--- config.mk ---
export PLATFORM = sky130hd
export DESIGN_NAME = link_frame_receiver_flat
export DESIGN_NICKNAME = d
export VERILOG_FILES = /design/src/hdl/lfr_pkg.sv /design/src/hdl/lfr_byte_if.sv /design/src/hdl/lfr_result_if.sv /design/src/hdl/lfr_front.sv /design/src/hdl/lfr_queue.sv /design/src/hdl/lfr_back.sv /design/src/hdl/link_frame_receiver.sv /design/src/flat_wrapper.sv
export SDC_FILE = /design/constraint.sdc
export NUM_CORES = 1
export LEC_CHECK = 0
export BUFFER_PORTS_ARGS = -buffer_cell sky130_fd_sc_hd__buf_4
export CORE_MARGIN = 2
export CORE_UTILIZATION = 35
export CTS_CLUSTER_SIZE = 20
export DETAILED_ROUTE_END_ITERATION = 12
export PLACE_DENSITY_LB_ADDON = 0.2
export SYNTH_ARGS = -nofsm -noshare
export SYNTH_HDL_FRONTEND = slang
export SYNTH_HIERARCHICAL = 1
export SYNTH_SLANG_ARGS = --single-unit
--- constraint.sdc ---
create_clock -name clk_i -period 6 [get_ports clk_i]
set_input_delay 1.2 -clock clk_i [delete_from_list [all_inputs] [get_ports clk_i]]
set_output_delay 1.2 -clock clk_i [all_outputs]
set_load 0.03 [all_outputs]
--- src/hdl/lfr_pkg.sv ---
// Package for the link frame receiver: byte codes, frame type codes, result types.
// Used by every module of the receiver; depends on nothing.
`default_nettype none

package lfr_pkg;

  localparam int unsigned PayloadMaxDefault = 1024;
  localparam int unsigned LenW = 11;

  localparam logic [7:0] FlagByte = 8'h7E;
  localparam logic [7:0] EscByte  = 8'h7D;
  localparam logic [7:0] EscFlag  = 8'h5E;
  localparam logic [7:0] EscEsc   = 8'h5D;

  // Configuration register indexes.
  localparam logic CfgAddrSender   = 1'b0;
  localparam logic CfgAddrReceiver = 1'b1;
  localparam logic [7:0] AddrSenderReset   = 8'h03;
  localparam logic [7:0] AddrReceiverReset = 8'h01;

  // Frame type codes.
  localparam logic [3:0] TypeSet   = 4'd0;
  localparam logic [3:0] TypeUa    = 4'd1;
  localparam logic [3:0] TypeRr0   = 4'd2;
  localparam logic [3:0] TypeRr1   = 4'd3;
  localparam logic [3:0] TypeRej0  = 4'd4;
  localparam logic [3:0] TypeRej1  = 4'd5;
  localparam logic [3:0] TypeDisc  = 4'd6;
  localparam logic [3:0] TypeInfo0 = 4'd7;
  localparam logic [3:0] TypeInfo1 = 4'd8;
  localparam logic [3:0] TypeError = 4'd9;

  localparam logic KindPayload = 1'b0;
  localparam logic KindReport  = 1'b1;

  typedef struct packed {
    logic            known;
    logic [3:0]      ftype;
  } ctrl_t;

  typedef struct packed {
    logic            kind;
    logic [7:0]      data;
    logic [3:0]      ftype;
    logic            ok;
    logic [LenW-1:0] len;
    logic            ovf;
  } result_t;

  // One queue entry carries every result caused by one input byte.
  typedef struct packed {
    logic    two;
    result_t r0;
    result_t r1;
  } entry_t;

  typedef struct packed {
    logic   push;
    entry_t entry;
  } qwr_t;

  function automatic ctrl_t ctrl_decode(logic [7:0] c);
    ctrl_t r;
    r.known = 1'b1;
    case (c)
      8'h03:   r.ftype = TypeSet;
      8'h07:   r.ftype = TypeUa;
      8'hAA:   r.ftype = TypeRr0;
      8'hAB:   r.ftype = TypeRr1;
      8'h54:   r.ftype = TypeRej0;
      8'h55:   r.ftype = TypeRej1;
      8'h0B:   r.ftype = TypeDisc;
      8'h00:   r.ftype = TypeInfo0;
      8'h80:   r.ftype = TypeInfo1;
      default: begin
        r.known = 1'b0;
        r.ftype = TypeError;
      end
    endcase
    return r;
  endfunction

endpackage

`default_nettype wire

--- src/hdl/lfr_byte_if.sv ---
// Byte stream channel into the link frame receiver: valid, ready and one raw byte.
// Depends on nothing.
`default_nettype none

interface lfr_byte_if;
  logic       valid;
  logic       ready;
  logic [7:0] raw_byte;

  modport source (output valid, output raw_byte, input ready);
  modport sink   (input valid, input raw_byte, output ready);
endinterface

`default_nettype wire

--- src/hdl/lfr_result_if.sv ---
// Result channel of the link frame receiver: payload bytes and frame end reports.
// Depends on lfr_pkg for the length width.
`default_nettype none

interface lfr_result_if;
  logic                     valid;
  logic                     ready;
  logic                     result_kind;
  logic [7:0]               data_out;
  logic [3:0]               frame_type;
  logic                     check_ok;
  logic [lfr_pkg::LenW-1:0] payload_length;
  logic                     overflow;
  logic                     last_of_run;

  modport source (output valid, output result_kind, output data_out, output frame_type,
                  output check_ok, output payload_length, output overflow,
                  output last_of_run, input ready);
  modport sink   (input valid, input result_kind, input data_out, input frame_type,
                  input check_ok, input payload_length, input overflow,
                  input last_of_run, output ready);
endinterface

`default_nettype wire

--- src/hdl/lfr_front.sv ---
// Front end: header hunt, destuffing, result building; one byte a cycle unless q_full_i.
// Depends on lfr_pkg and lfr_byte_if; writes results into the queue.
`default_nettype none

module lfr_front #(
  parameter int unsigned PAYLOAD_MAX = lfr_pkg::PayloadMaxDefault
) (
  input  wire logic              clk_i,
  input  wire logic              rst_ni,
  input  wire logic              cfg_we_i,
  input  wire logic              cfg_idx_i,
  input  wire logic [7:0]        cfg_data_i,
  lfr_byte_if.sink               rx,
  input  wire logic              q_full_i,
  output lfr_pkg::qwr_t          q_wr_o
);

  localparam int unsigned CntW = $clog2(PAYLOAD_MAX + 1);

  localparam logic [2:0] PhHunt = 3'd0;
  localparam logic [2:0] PhFlag = 3'd1;
  localparam logic [2:0] PhAddr = 3'd2;
  localparam logic [2:0] PhCtrl = 3'd3;
  localparam logic [2:0] PhBcc  = 3'd4;
  localparam logic [2:0] PhData = 3'd5;

  typedef struct packed {
    logic            held_v;
    logic [7:0]      held;
    logic [7:0]      xr;
    logic [CntW-1:0] cnt;
    logic            ovf;
  } body_t;

  typedef struct packed {
    body_t      s;
    logic       emit;
    logic [7:0] data;
  } push_t;

  // Delivers the held byte (unless the length limit is reached) and holds the new one.
  function automatic push_t push_fn(body_t s, logic [7:0] d);
    push_t r;
    r.s    = s;
    r.emit = 1'b0;
    r.data = s.held;
    if (s.held_v) begin
      if (s.cnt < CntW'(PAYLOAD_MAX)) begin
        r.emit  = 1'b1;
        r.s.cnt = s.cnt + 1'b1;
      end else begin
        r.s.ovf = 1'b1;
      end
    end
    r.s.xr     = s.xr ^ d;
    r.s.held   = d;
    r.s.held_v = 1'b1;
    return r;
  endfunction

  logic [7:0]      addr_snd_q, addr_rcv_q;
  logic [2:0]      phase_q, phase_d;
  logic [7:0]      hdr_q, hdr_d;
  logic [3:0]      ftype_q, ftype_d;
  logic            esc_q, esc_d;
  body_t           body_q, body_d;

  logic            accept;
  logic [7:0]      b;
  lfr_pkg::ctrl_t  ctl;

  // Destuffing of the current byte as a body byte.
  logic            bp0_v, bp1_v, b_esc;
  logic [7:0]      bp0_d;

  logic            do0, do1, do_rep;
  logic [7:0]      d0;
  logic [3:0]      rep_type;
  body_t           s_start;
  push_t           pr0, pr1;
  lfr_pkg::result_t res0, res1, rep;
  logic [1:0]      nres;

  assign accept   = rx.valid & ~q_full_i;
  assign rx.ready = ~q_full_i;
  assign b        = rx.raw_byte;
  assign ctl      = lfr_pkg::ctrl_decode(b);

  always_comb begin
    bp0_v = 1'b0;
    bp0_d = b;
    bp1_v = 1'b0;
    b_esc = 1'b0;
    if (esc_q) begin
      bp0_v = 1'b1;
      if (b == lfr_pkg::EscFlag) begin
        bp0_d = lfr_pkg::FlagByte;
      end else if (b == lfr_pkg::EscEsc) begin
        bp0_d = lfr_pkg::EscByte;
      end else begin
        // An escape before any other byte passes as a literal escape byte.
        bp0_d = lfr_pkg::EscByte;
        if (b == lfr_pkg::EscByte) begin
          b_esc = 1'b1;
        end else begin
          bp1_v = 1'b1;
        end
      end
    end else if (b == lfr_pkg::EscByte) begin
      b_esc = 1'b1;
    end else begin
      bp0_v = 1'b1;
    end
  end

  always_comb begin
    phase_d  = phase_q;
    hdr_d    = hdr_q;
    ftype_d  = ftype_q;
    esc_d    = esc_q;
    do0      = 1'b0;
    do1      = 1'b0;
    d0       = bp0_d;
    do_rep   = 1'b0;
    rep_type = ftype_q;
    s_start  = body_q;
    case (phase_q)
      PhHunt: begin
        if (b == lfr_pkg::FlagByte) begin
          phase_d = PhFlag;
        end
      end
      PhFlag: begin
        if (b == addr_snd_q || b == addr_rcv_q) begin
          hdr_d   = b;
          phase_d = PhAddr;
        end else if (b != lfr_pkg::FlagByte) begin
          phase_d = PhHunt;
        end
      end
      PhAddr: begin
        if (ctl.known) begin
          ftype_d = ctl.ftype;
          hdr_d   = hdr_q ^ b;
          phase_d = PhCtrl;
        end else begin
          phase_d = (b == lfr_pkg::FlagByte) ? PhFlag : PhHunt;
        end
      end
      PhCtrl: begin
        if (b == hdr_q) begin
          s_start = '0;
          esc_d   = 1'b0;
          phase_d = PhBcc;
        end else begin
          phase_d = (b == lfr_pkg::FlagByte) ? PhFlag : PhHunt;
        end
      end
      PhBcc: begin
        if (b == lfr_pkg::FlagByte) begin
          do_rep  = 1'b1;
          phase_d = PhHunt;
        end else begin
          do0     = bp0_v;
          do1     = bp1_v;
          esc_d   = b_esc;
          phase_d = PhData;
        end
      end
      PhData: begin
        if (b == lfr_pkg::FlagByte) begin
          do0    = esc_q;
          d0     = lfr_pkg::EscByte;
          esc_d  = 1'b0;
          do_rep = 1'b1;
          if (ftype_q != lfr_pkg::TypeInfo0 && ftype_q != lfr_pkg::TypeInfo1) begin
            rep_type = lfr_pkg::TypeError;
          end
          phase_d = PhHunt;
        end else begin
          do0   = bp0_v;
          do1   = bp1_v;
          esc_d = b_esc;
        end
      end
      default: begin
        phase_d = PhHunt;
      end
    endcase
  end

  always_comb begin
    pr0 = do0 ? push_fn(s_start, d0) : push_t'{s: s_start, emit: 1'b0, data: 8'h00};
    pr1 = do1 ? push_fn(pr0.s, b) : push_t'{s: pr0.s, emit: 1'b0, data: 8'h00};
    body_d = pr1.s;

    rep.kind  = lfr_pkg::KindReport;
    rep.data  = 8'h00;
    rep.ftype = rep_type;
    rep.ok    = (pr1.s.xr == 8'h00);
    rep.len   = lfr_pkg::LenW'(pr1.s.cnt);
    rep.ovf   = pr1.s.ovf;

    res0 = '0;
    res1 = '0;
    nres = 2'd0;
    if (pr0.emit) begin
      res0.kind = lfr_pkg::KindPayload;
      res0.data = pr0.data;
      nres      = 2'd1;
    end
    if (pr1.emit) begin
      if (nres == 2'd0) begin
        res0.data = pr1.data;
      end else begin
        res1.data = pr1.data;
      end
      nres = nres + 2'd1;
    end
    if (do_rep) begin
      if (nres == 2'd0) begin
        res0 = rep;
      end else begin
        res1 = rep;
      end
      nres = nres + 2'd1;
    end
  end

  assign q_wr_o.push     = accept & (nres != 2'd0);
  assign q_wr_o.entry.two = nres[1];
  assign q_wr_o.entry.r0  = res0;
  assign q_wr_o.entry.r1  = res1;

  always_ff @(posedge clk_i or negedge rst_ni) begin
    if (!rst_ni) begin
      addr_snd_q <= lfr_pkg::AddrSenderReset;
      addr_rcv_q <= lfr_pkg::AddrReceiverReset;
    end else if (cfg_we_i) begin
      if (cfg_idx_i == lfr_pkg::CfgAddrSender) begin
        addr_snd_q <= cfg_data_i;
      end else begin
        addr_rcv_q <= cfg_data_i;
      end
    end
  end

  always_ff @(posedge clk_i or negedge rst_ni) begin
    if (!rst_ni) begin
      phase_q <= PhHunt;
      hdr_q   <= 8'h00;
      ftype_q <= 4'd0;
      esc_q   <= 1'b0;
      body_q  <= '0;
    end else if (accept) begin
      phase_q <= phase_d;
      hdr_q   <= hdr_d;
      ftype_q <= ftype_d;
      esc_q   <= esc_d;
      body_q  <= body_d;
    end
  end

endmodule

`default_nettype wire

--- src/hdl/lfr_queue.sv ---
// Two-entry queue between the front end and the output stage of the receiver.
// Depends on lfr_pkg for the entry type.
`default_nettype none

module lfr_queue (
  input  wire logic      clk_i,
  input  wire logic      rst_ni,
  input  lfr_pkg::qwr_t  wr_i,
  output logic           full_o,
  output logic           empty_o,
  output lfr_pkg::entry_t head_o,
  input  wire logic      pop_i
);

  lfr_pkg::entry_t mem_q [2];
  logic       wr_ptr_q, rd_ptr_q;
  logic [1:0] cnt_q;
  logic       do_pop;

  assign full_o  = (cnt_q == 2'd2);
  assign empty_o = (cnt_q == 2'd0);
  assign head_o  = mem_q[rd_ptr_q];
  assign do_pop  = pop_i & ~empty_o;

  always_ff @(posedge clk_i) begin
    if (wr_i.push) begin
      mem_q[wr_ptr_q] <= wr_i.entry;
    end
  end

  always_ff @(posedge clk_i or negedge rst_ni) begin
    if (!rst_ni) begin
      wr_ptr_q <= 1'b0;
      rd_ptr_q <= 1'b0;
      cnt_q    <= 2'd0;
    end else begin
      if (wr_i.push) begin
        wr_ptr_q <= ~wr_ptr_q;
      end
      if (do_pop) begin
        rd_ptr_q <= ~rd_ptr_q;
      end
      case ({wr_i.push, do_pop})
        2'b10:   cnt_q <= cnt_q + 2'd1;
        2'b01:   cnt_q <= cnt_q - 2'd1;
        default: cnt_q <= cnt_q;
      endcase
    end
  end

endmodule

`default_nettype wire

--- src/hdl/lfr_back.sv ---
// Output stage: hands out the one or two results of each queue entry in order.
// Depends on lfr_pkg and lfr_result_if.
`default_nettype none

module lfr_back (
  input  wire logic       clk_i,
  input  wire logic       rst_ni,
  input  wire logic       empty_i,
  input  lfr_pkg::entry_t head_i,
  output logic            pop_o,
  lfr_result_if.source    res
);

  logic             idx_q;
  logic             last;
  logic             fire;
  lfr_pkg::result_t cur;

  assign cur   = idx_q ? head_i.r1 : head_i.r0;
  assign last  = idx_q | ~head_i.two;
  assign fire  = res.valid & res.ready;
  assign pop_o = fire & last;

  assign res.valid          = ~empty_i;
  assign res.result_kind    = cur.kind;
  assign res.data_out       = cur.data;
  assign res.frame_type     = cur.ftype;
  assign res.check_ok       = cur.ok;
  assign res.payload_length = cur.len;
  assign res.overflow       = cur.ovf;
  assign res.last_of_run    = last;

  always_ff @(posedge clk_i or negedge rst_ni) begin
    if (!rst_ni) begin
      idx_q <= 1'b0;
    end else if (fire) begin
      idx_q <= ~last;
    end
  end

endmodule

`default_nettype wire

--- src/hdl/link_frame_receiver.sv ---
// Link frame receiver: takes one serial byte per cycle on rx_i whenever the two-entry
// result queue has room. A byte that causes two results (an unknown escape followed by a
// literal byte, or a closing flag right after an open escape) holds the result port for
// both, so the sustained rate is one byte a cycle while at most one result per byte is
// produced and the result port is ready; the single result port sets the rate otherwise.
// Payload bytes come out one byte late, so the check byte is never delivered; the closing
// flag brings a frame end report. Addresses are written through cfg_we_i, cfg_idx_i and
// cfg_data_i, by the user only while the block is idle; the block does not enforce it.
// Depends on lfr_pkg, lfr_byte_if, lfr_result_if, lfr_front, lfr_queue and lfr_back.
`default_nettype none

module link_frame_receiver #(
  parameter int unsigned PAYLOAD_MAX = lfr_pkg::PayloadMaxDefault
) (
  input  wire logic       clk_i,
  input  wire logic       rst_ni,
  input  wire logic       cfg_we_i,
  input  wire logic       cfg_idx_i,
  input  wire logic [7:0] cfg_data_i,
  lfr_byte_if.sink        rx_i,
  lfr_result_if.source    res_o
);

  lfr_pkg::qwr_t   q_wr;
  lfr_pkg::entry_t q_head;
  logic            q_full, q_empty, q_pop;

  lfr_front #(
    .PAYLOAD_MAX (PAYLOAD_MAX)
  ) u_front (
    .clk_i      (clk_i),
    .rst_ni     (rst_ni),
    .cfg_we_i   (cfg_we_i),
    .cfg_idx_i  (cfg_idx_i),
    .cfg_data_i (cfg_data_i),
    .rx         (rx_i),
    .q_full_i   (q_full),
    .q_wr_o     (q_wr)
  );

  lfr_queue u_queue (
    .clk_i   (clk_i),
    .rst_ni  (rst_ni),
    .wr_i    (q_wr),
    .full_o  (q_full),
    .empty_o (q_empty),
    .head_o  (q_head),
    .pop_i   (q_pop)
  );

  lfr_back u_back (
    .clk_i   (clk_i),
    .rst_ni  (rst_ni),
    .empty_i (q_empty),
    .head_i  (q_head),
    .pop_o   (q_pop),
    .res     (res_o)
  );

endmodule

`default_nettype wire
--- src/flat_wrapper.sv ---
// flat-port wrapper written by rule: the top's interface ports become plain ports
module link_frame_receiver_flat 
#(
  parameter int unsigned PAYLOAD_MAX = lfr_pkg::PayloadMaxDefault
)
  (clk_i, rst_ni, cfg_we_i, cfg_idx_i, cfg_data_i, rx_i_valid, rx_i_raw_byte, rx_i_ready, res_o_valid, res_o_result_kind, res_o_data_out, res_o_frame_type, res_o_check_ok, res_o_payload_length, res_o_overflow, res_o_last_of_run, res_o_ready);
  lfr_byte_if rx_i_i ();
  lfr_result_if res_o_i ();
  input  wire logic clk_i;
  input  wire logic rst_ni;
  input  wire logic cfg_we_i;
  input  wire logic cfg_idx_i;
  input  wire logic [7:0] cfg_data_i;
  input wire logic [$bits(rx_i_i.valid)-1:0] rx_i_valid;
  input wire logic [$bits(rx_i_i.raw_byte)-1:0] rx_i_raw_byte;
  output wire logic [$bits(rx_i_i.ready)-1:0] rx_i_ready;
  output wire logic [$bits(res_o_i.valid)-1:0] res_o_valid;
  output wire logic [$bits(res_o_i.result_kind)-1:0] res_o_result_kind;
  output wire logic [$bits(res_o_i.data_out)-1:0] res_o_data_out;
  output wire logic [$bits(res_o_i.frame_type)-1:0] res_o_frame_type;
  output wire logic [$bits(res_o_i.check_ok)-1:0] res_o_check_ok;
  output wire logic [$bits(res_o_i.payload_length)-1:0] res_o_payload_length;
  output wire logic [$bits(res_o_i.overflow)-1:0] res_o_overflow;
  output wire logic [$bits(res_o_i.last_of_run)-1:0] res_o_last_of_run;
  input wire logic [$bits(res_o_i.ready)-1:0] res_o_ready;
  assign rx_i_i.valid = rx_i_valid;
  assign rx_i_i.raw_byte = rx_i_raw_byte;
  assign rx_i_ready = rx_i_i.ready;
  assign res_o_valid = res_o_i.valid;
  assign res_o_result_kind = res_o_i.result_kind;
  assign res_o_data_out = res_o_i.data_out;
  assign res_o_frame_type = res_o_i.frame_type;
  assign res_o_check_ok = res_o_i.check_ok;
  assign res_o_payload_length = res_o_i.payload_length;
  assign res_o_overflow = res_o_i.overflow;
  assign res_o_last_of_run = res_o_i.last_of_run;
  assign res_o_i.ready = res_o_ready;
  link_frame_receiver #(.PAYLOAD_MAX(PAYLOAD_MAX)) u_core (.clk_i(clk_i), .rst_ni(rst_ni), .cfg_we_i(cfg_we_i), .cfg_idx_i(cfg_idx_i), .cfg_data_i(cfg_data_i), .rx_i(rx_i_i), .res_o(res_o_i));
endmodule
==> impl_metrics.toml <==
[run_status]
status = "completed"

[finish]
final_cell_mix = "edfxtp_1, nor2_1, mux2_4"
fin_area_um2 = 10600
final_util_pct = 39.7
seq_area_um2 = 4840
fillCellCount = 2554
layout.nets = 842
drive_above_1_share_pct = 27.8
antennaDiodeCount = 0
multi_input_area_um2 = 4220
layout_commonest_cell = "edfxtp_1"
area_growth_pct = 12.3

[setup_path]
crit_path_top_delay_cell = "and2_2"
end_kind = "flop"
start_kind = "primary input"
path_class = "primary input to flop"
worst_path_largest_cell_delay_ns = 0.55
critPathMaxFanout = 22
cp.required_ns = 6.13
cpMostUsedCell = "ha_1"
crit_chain = "buf_4 -> xnor2_1 -> nand4_1 -> nor3_2 -> nor2b_1 -> ha_1 -> and2_1 -> o2111ai_2 -> and3_1 -> inv_4 -> ha_1 -> nand3_1 -> clkinv_1 -> a211oi_1 -> and2_2 -> buf_12"
arrival_ns = 4.93
reg2reg_slack_ns = 1.77

[timing]
fmax_mhz = 208
fin_crit_sh_pct = 80.0
fin_crit_ns = 4.80
setup_violations = 0
rsz0062_at_grt = "false"
setup_slack_ns = 1.20
slew_headroom_pct = 32.3
finClkSkew_ns = 0.0133
slew_viol_final = 0
hold_violations = 0
worstMarginPinSlew_ns = 1.02
fin_tns_setup_ns = 0

[power_and_ir_drop]
p_total_mw = 2.68
power.density_nw_per_um2 = 251
ir_worst_vdd_uv = 168
p_leak_nw = 4.06

[die]
io_pins = 51
die_x_um = 169
die_y_um = 169
core-area_um2 = 26800
rows = 60
dieArea_um2 = 28400
initial_utilization_pct = 35.4

[cts]
post_cts_resized = 0
clock_path_buffers = 2
cts_tree = "yes"
cts_buffers = 17
post_cts_buffers = 0
root_buffer = "clkbuf_16"
cts_sinks = 172
insertion_delay_ns = 0.43
clk_pin_slew_ns = 0.07
cts_htree_levels = 4
cts_hold_repair.buffers = 0

[routing]
drt_first_pass_iters = 5
drc = 0
ant_nets = 0
wl_mm = 21.2
vias_per_cell = 5.20
via_count = 6074
drt_iter0_drc = 376
post_drt_wl_per_cell_um = 18.1

[global_routing]
grt_pass1_wl_mm = 34.1
track_usage_pct = 15.5
grt_max_degree = 67
grt_pass1_vias = 6138
overflow = 0
antenna_found_initial = 0

[logic_synthesis]
ys_seq_area_share_pct = 51.0
synth_flop_cell = "edfxtp_1"
yosysWarnings = 6
netlist_area_um2 = 9480
synthCells = 784
ys_types = 92
syn_area_per_cell_um2 = 12.1
synth-seq-cells = 172
synth-edff-count = 106
async_reset_ff_share_pct = 38.4

[place]
port_buffers = 50
placed_area_um2 = 10000
place_worst_setup_slack_ns = 0.758
dp_hpwl_mm = 14.6
gp_congestion = 0.797

[worst_hold_path]
hold_path_class = "flop to flop"

[run]
cap_violations = 0
## cell families (layout without fill, tap and decap cells)
family | Yosys count | count (layout) | synth area share, %
muxes | 104 | 104 | 15.0
and+or+nand+nor | 252 | 252 | 13.9
adders and majority gates | 5 | 5 | 0.660
other | 1 | 2 | 0.0396
AOI/OAI and AO/OA | 135 | 135 | 9.99
buffers and inverters | 64 | 107 | 4.61
xor gates and xnor gates | 51 | 51 | 4.71
DFF | 172 | 172 | 51.0
## state kept, by name (all words and copies together), names as in the netlist, 2 cells and up
| signal | flops |
|---|---|
| u_core/u_front/addr_rcv_q | 8 |
| u_core/u_front/addr_snd_q | 8 |
| u_core/u_front/body_q | 29 |
| u_core/u_front/ftype_q | 4 |
| u_core/u_front/hdr_q | 8 |
| u_core/u_front/phase_q | 3 |
| u_core/u_queue/cnt_q | 2 |
| u_core/u_queue/mem_q | 106 |
## cells in the mapped netlist, types with 9 or more instances
cell type,number,area (µm²)
xnor2_1,21,184
buf_2,13,65.1
dfrtp_1,63,1580
nor3_1,15,75.1
nand2_1,66,248
mux2_4,69,1040
edfxtp_1,106,3180
a21oi_1,33,165
o21ai_0,31,155
nor2_1,79,297
clkbuf_1,17,63.8
mux2_2,32,360
o21ai_1,10,50.1
xor2_1,30,263
nand3_1,14,70.1
o31ai_1,9,67.6
inv_1,11,41.3
## critical path, delay by kind of cell
kind            cells  cell delay [ns]
compound gates      2             0.58
xor+xnor            1             0.15
fa+ha+maj           2             0.47
buf+inv             4             0.80
simple gates        7             1.70
## final timing paths
check,startpoint,end,cells after the start
worst max-delay path,rx_i_raw_byte[3],u_core/u_queue/mem_q[1][32]$_DFFE_PP_,16
worst min-delay path,u_core/u_front/body_q[21]$_DFFE_PN0P_,u_core/u_front/body_q[21]$_DFFE_PN0P_,2
worst max register to register,u_core/u_front/hdr_q[5]$_DFFE_PN0P_,u_core/u_queue/mem_q[1][32]$_DFFE_PP_,15
worst min register to register,u_core/u_front/body_q[21]$_DFFE_PN0P_,u_core/u_front/body_q[21]$_DFFE_PN0P_,2
max in group asynchronous,rst_ni,u_core/u_queue/rd_ptr_q$_DFFE_PN0P_,1
min in group asynchronous,rst_ni,u_core/u_front/addr_snd_q[6]$_DFFE_PN0P_,1
## cell type report
type	instances	share of cell area, %
clock buffers	17	4.00
clock inverters	15	1.73
inverters	15	0.552
multi-input cells	549	39.6
flip-flops and latches	172	45.5
well taps	341	4.01
repair buffers	60	4.58
## report_power, final
| part | switching, mW | leakage [nW] | internal (mW) |
|---|---|---|---|
| sequential | 0.0375 | 1.89 | 1.28 |
| clock | 0.511 | 0.290 | 0.629 |
| combinational | 0.119 | 1.88 | 0.0979 |
| total | 0.668 | 4.06 | 2.01 |
## layer usage
| metal | track usage, % | share of wire, % | vias up |
|---|---|---|---|
| li1 | - | - | 2930 |
| met4 | 4.87 | 1.6 | 0 |
| met1 | 21.0 | 47 | 3007 |
| met2 | 25.5 | 49 | 111 |
| met3 | 2.31 | 3.0 | 26 |
| met5 | 0 | 0 | - |
## metrics by stage
stage                     instances  hold WS, ns
after global routing           1169        0.516
after detailed placement       1137        0.457
after floorplan                 785        0.438
after CTS                      1169        0.474
after global placement         1137        0.459
final                          1169        0.472
Note: power is estimated with default switching activity, not from simulation.
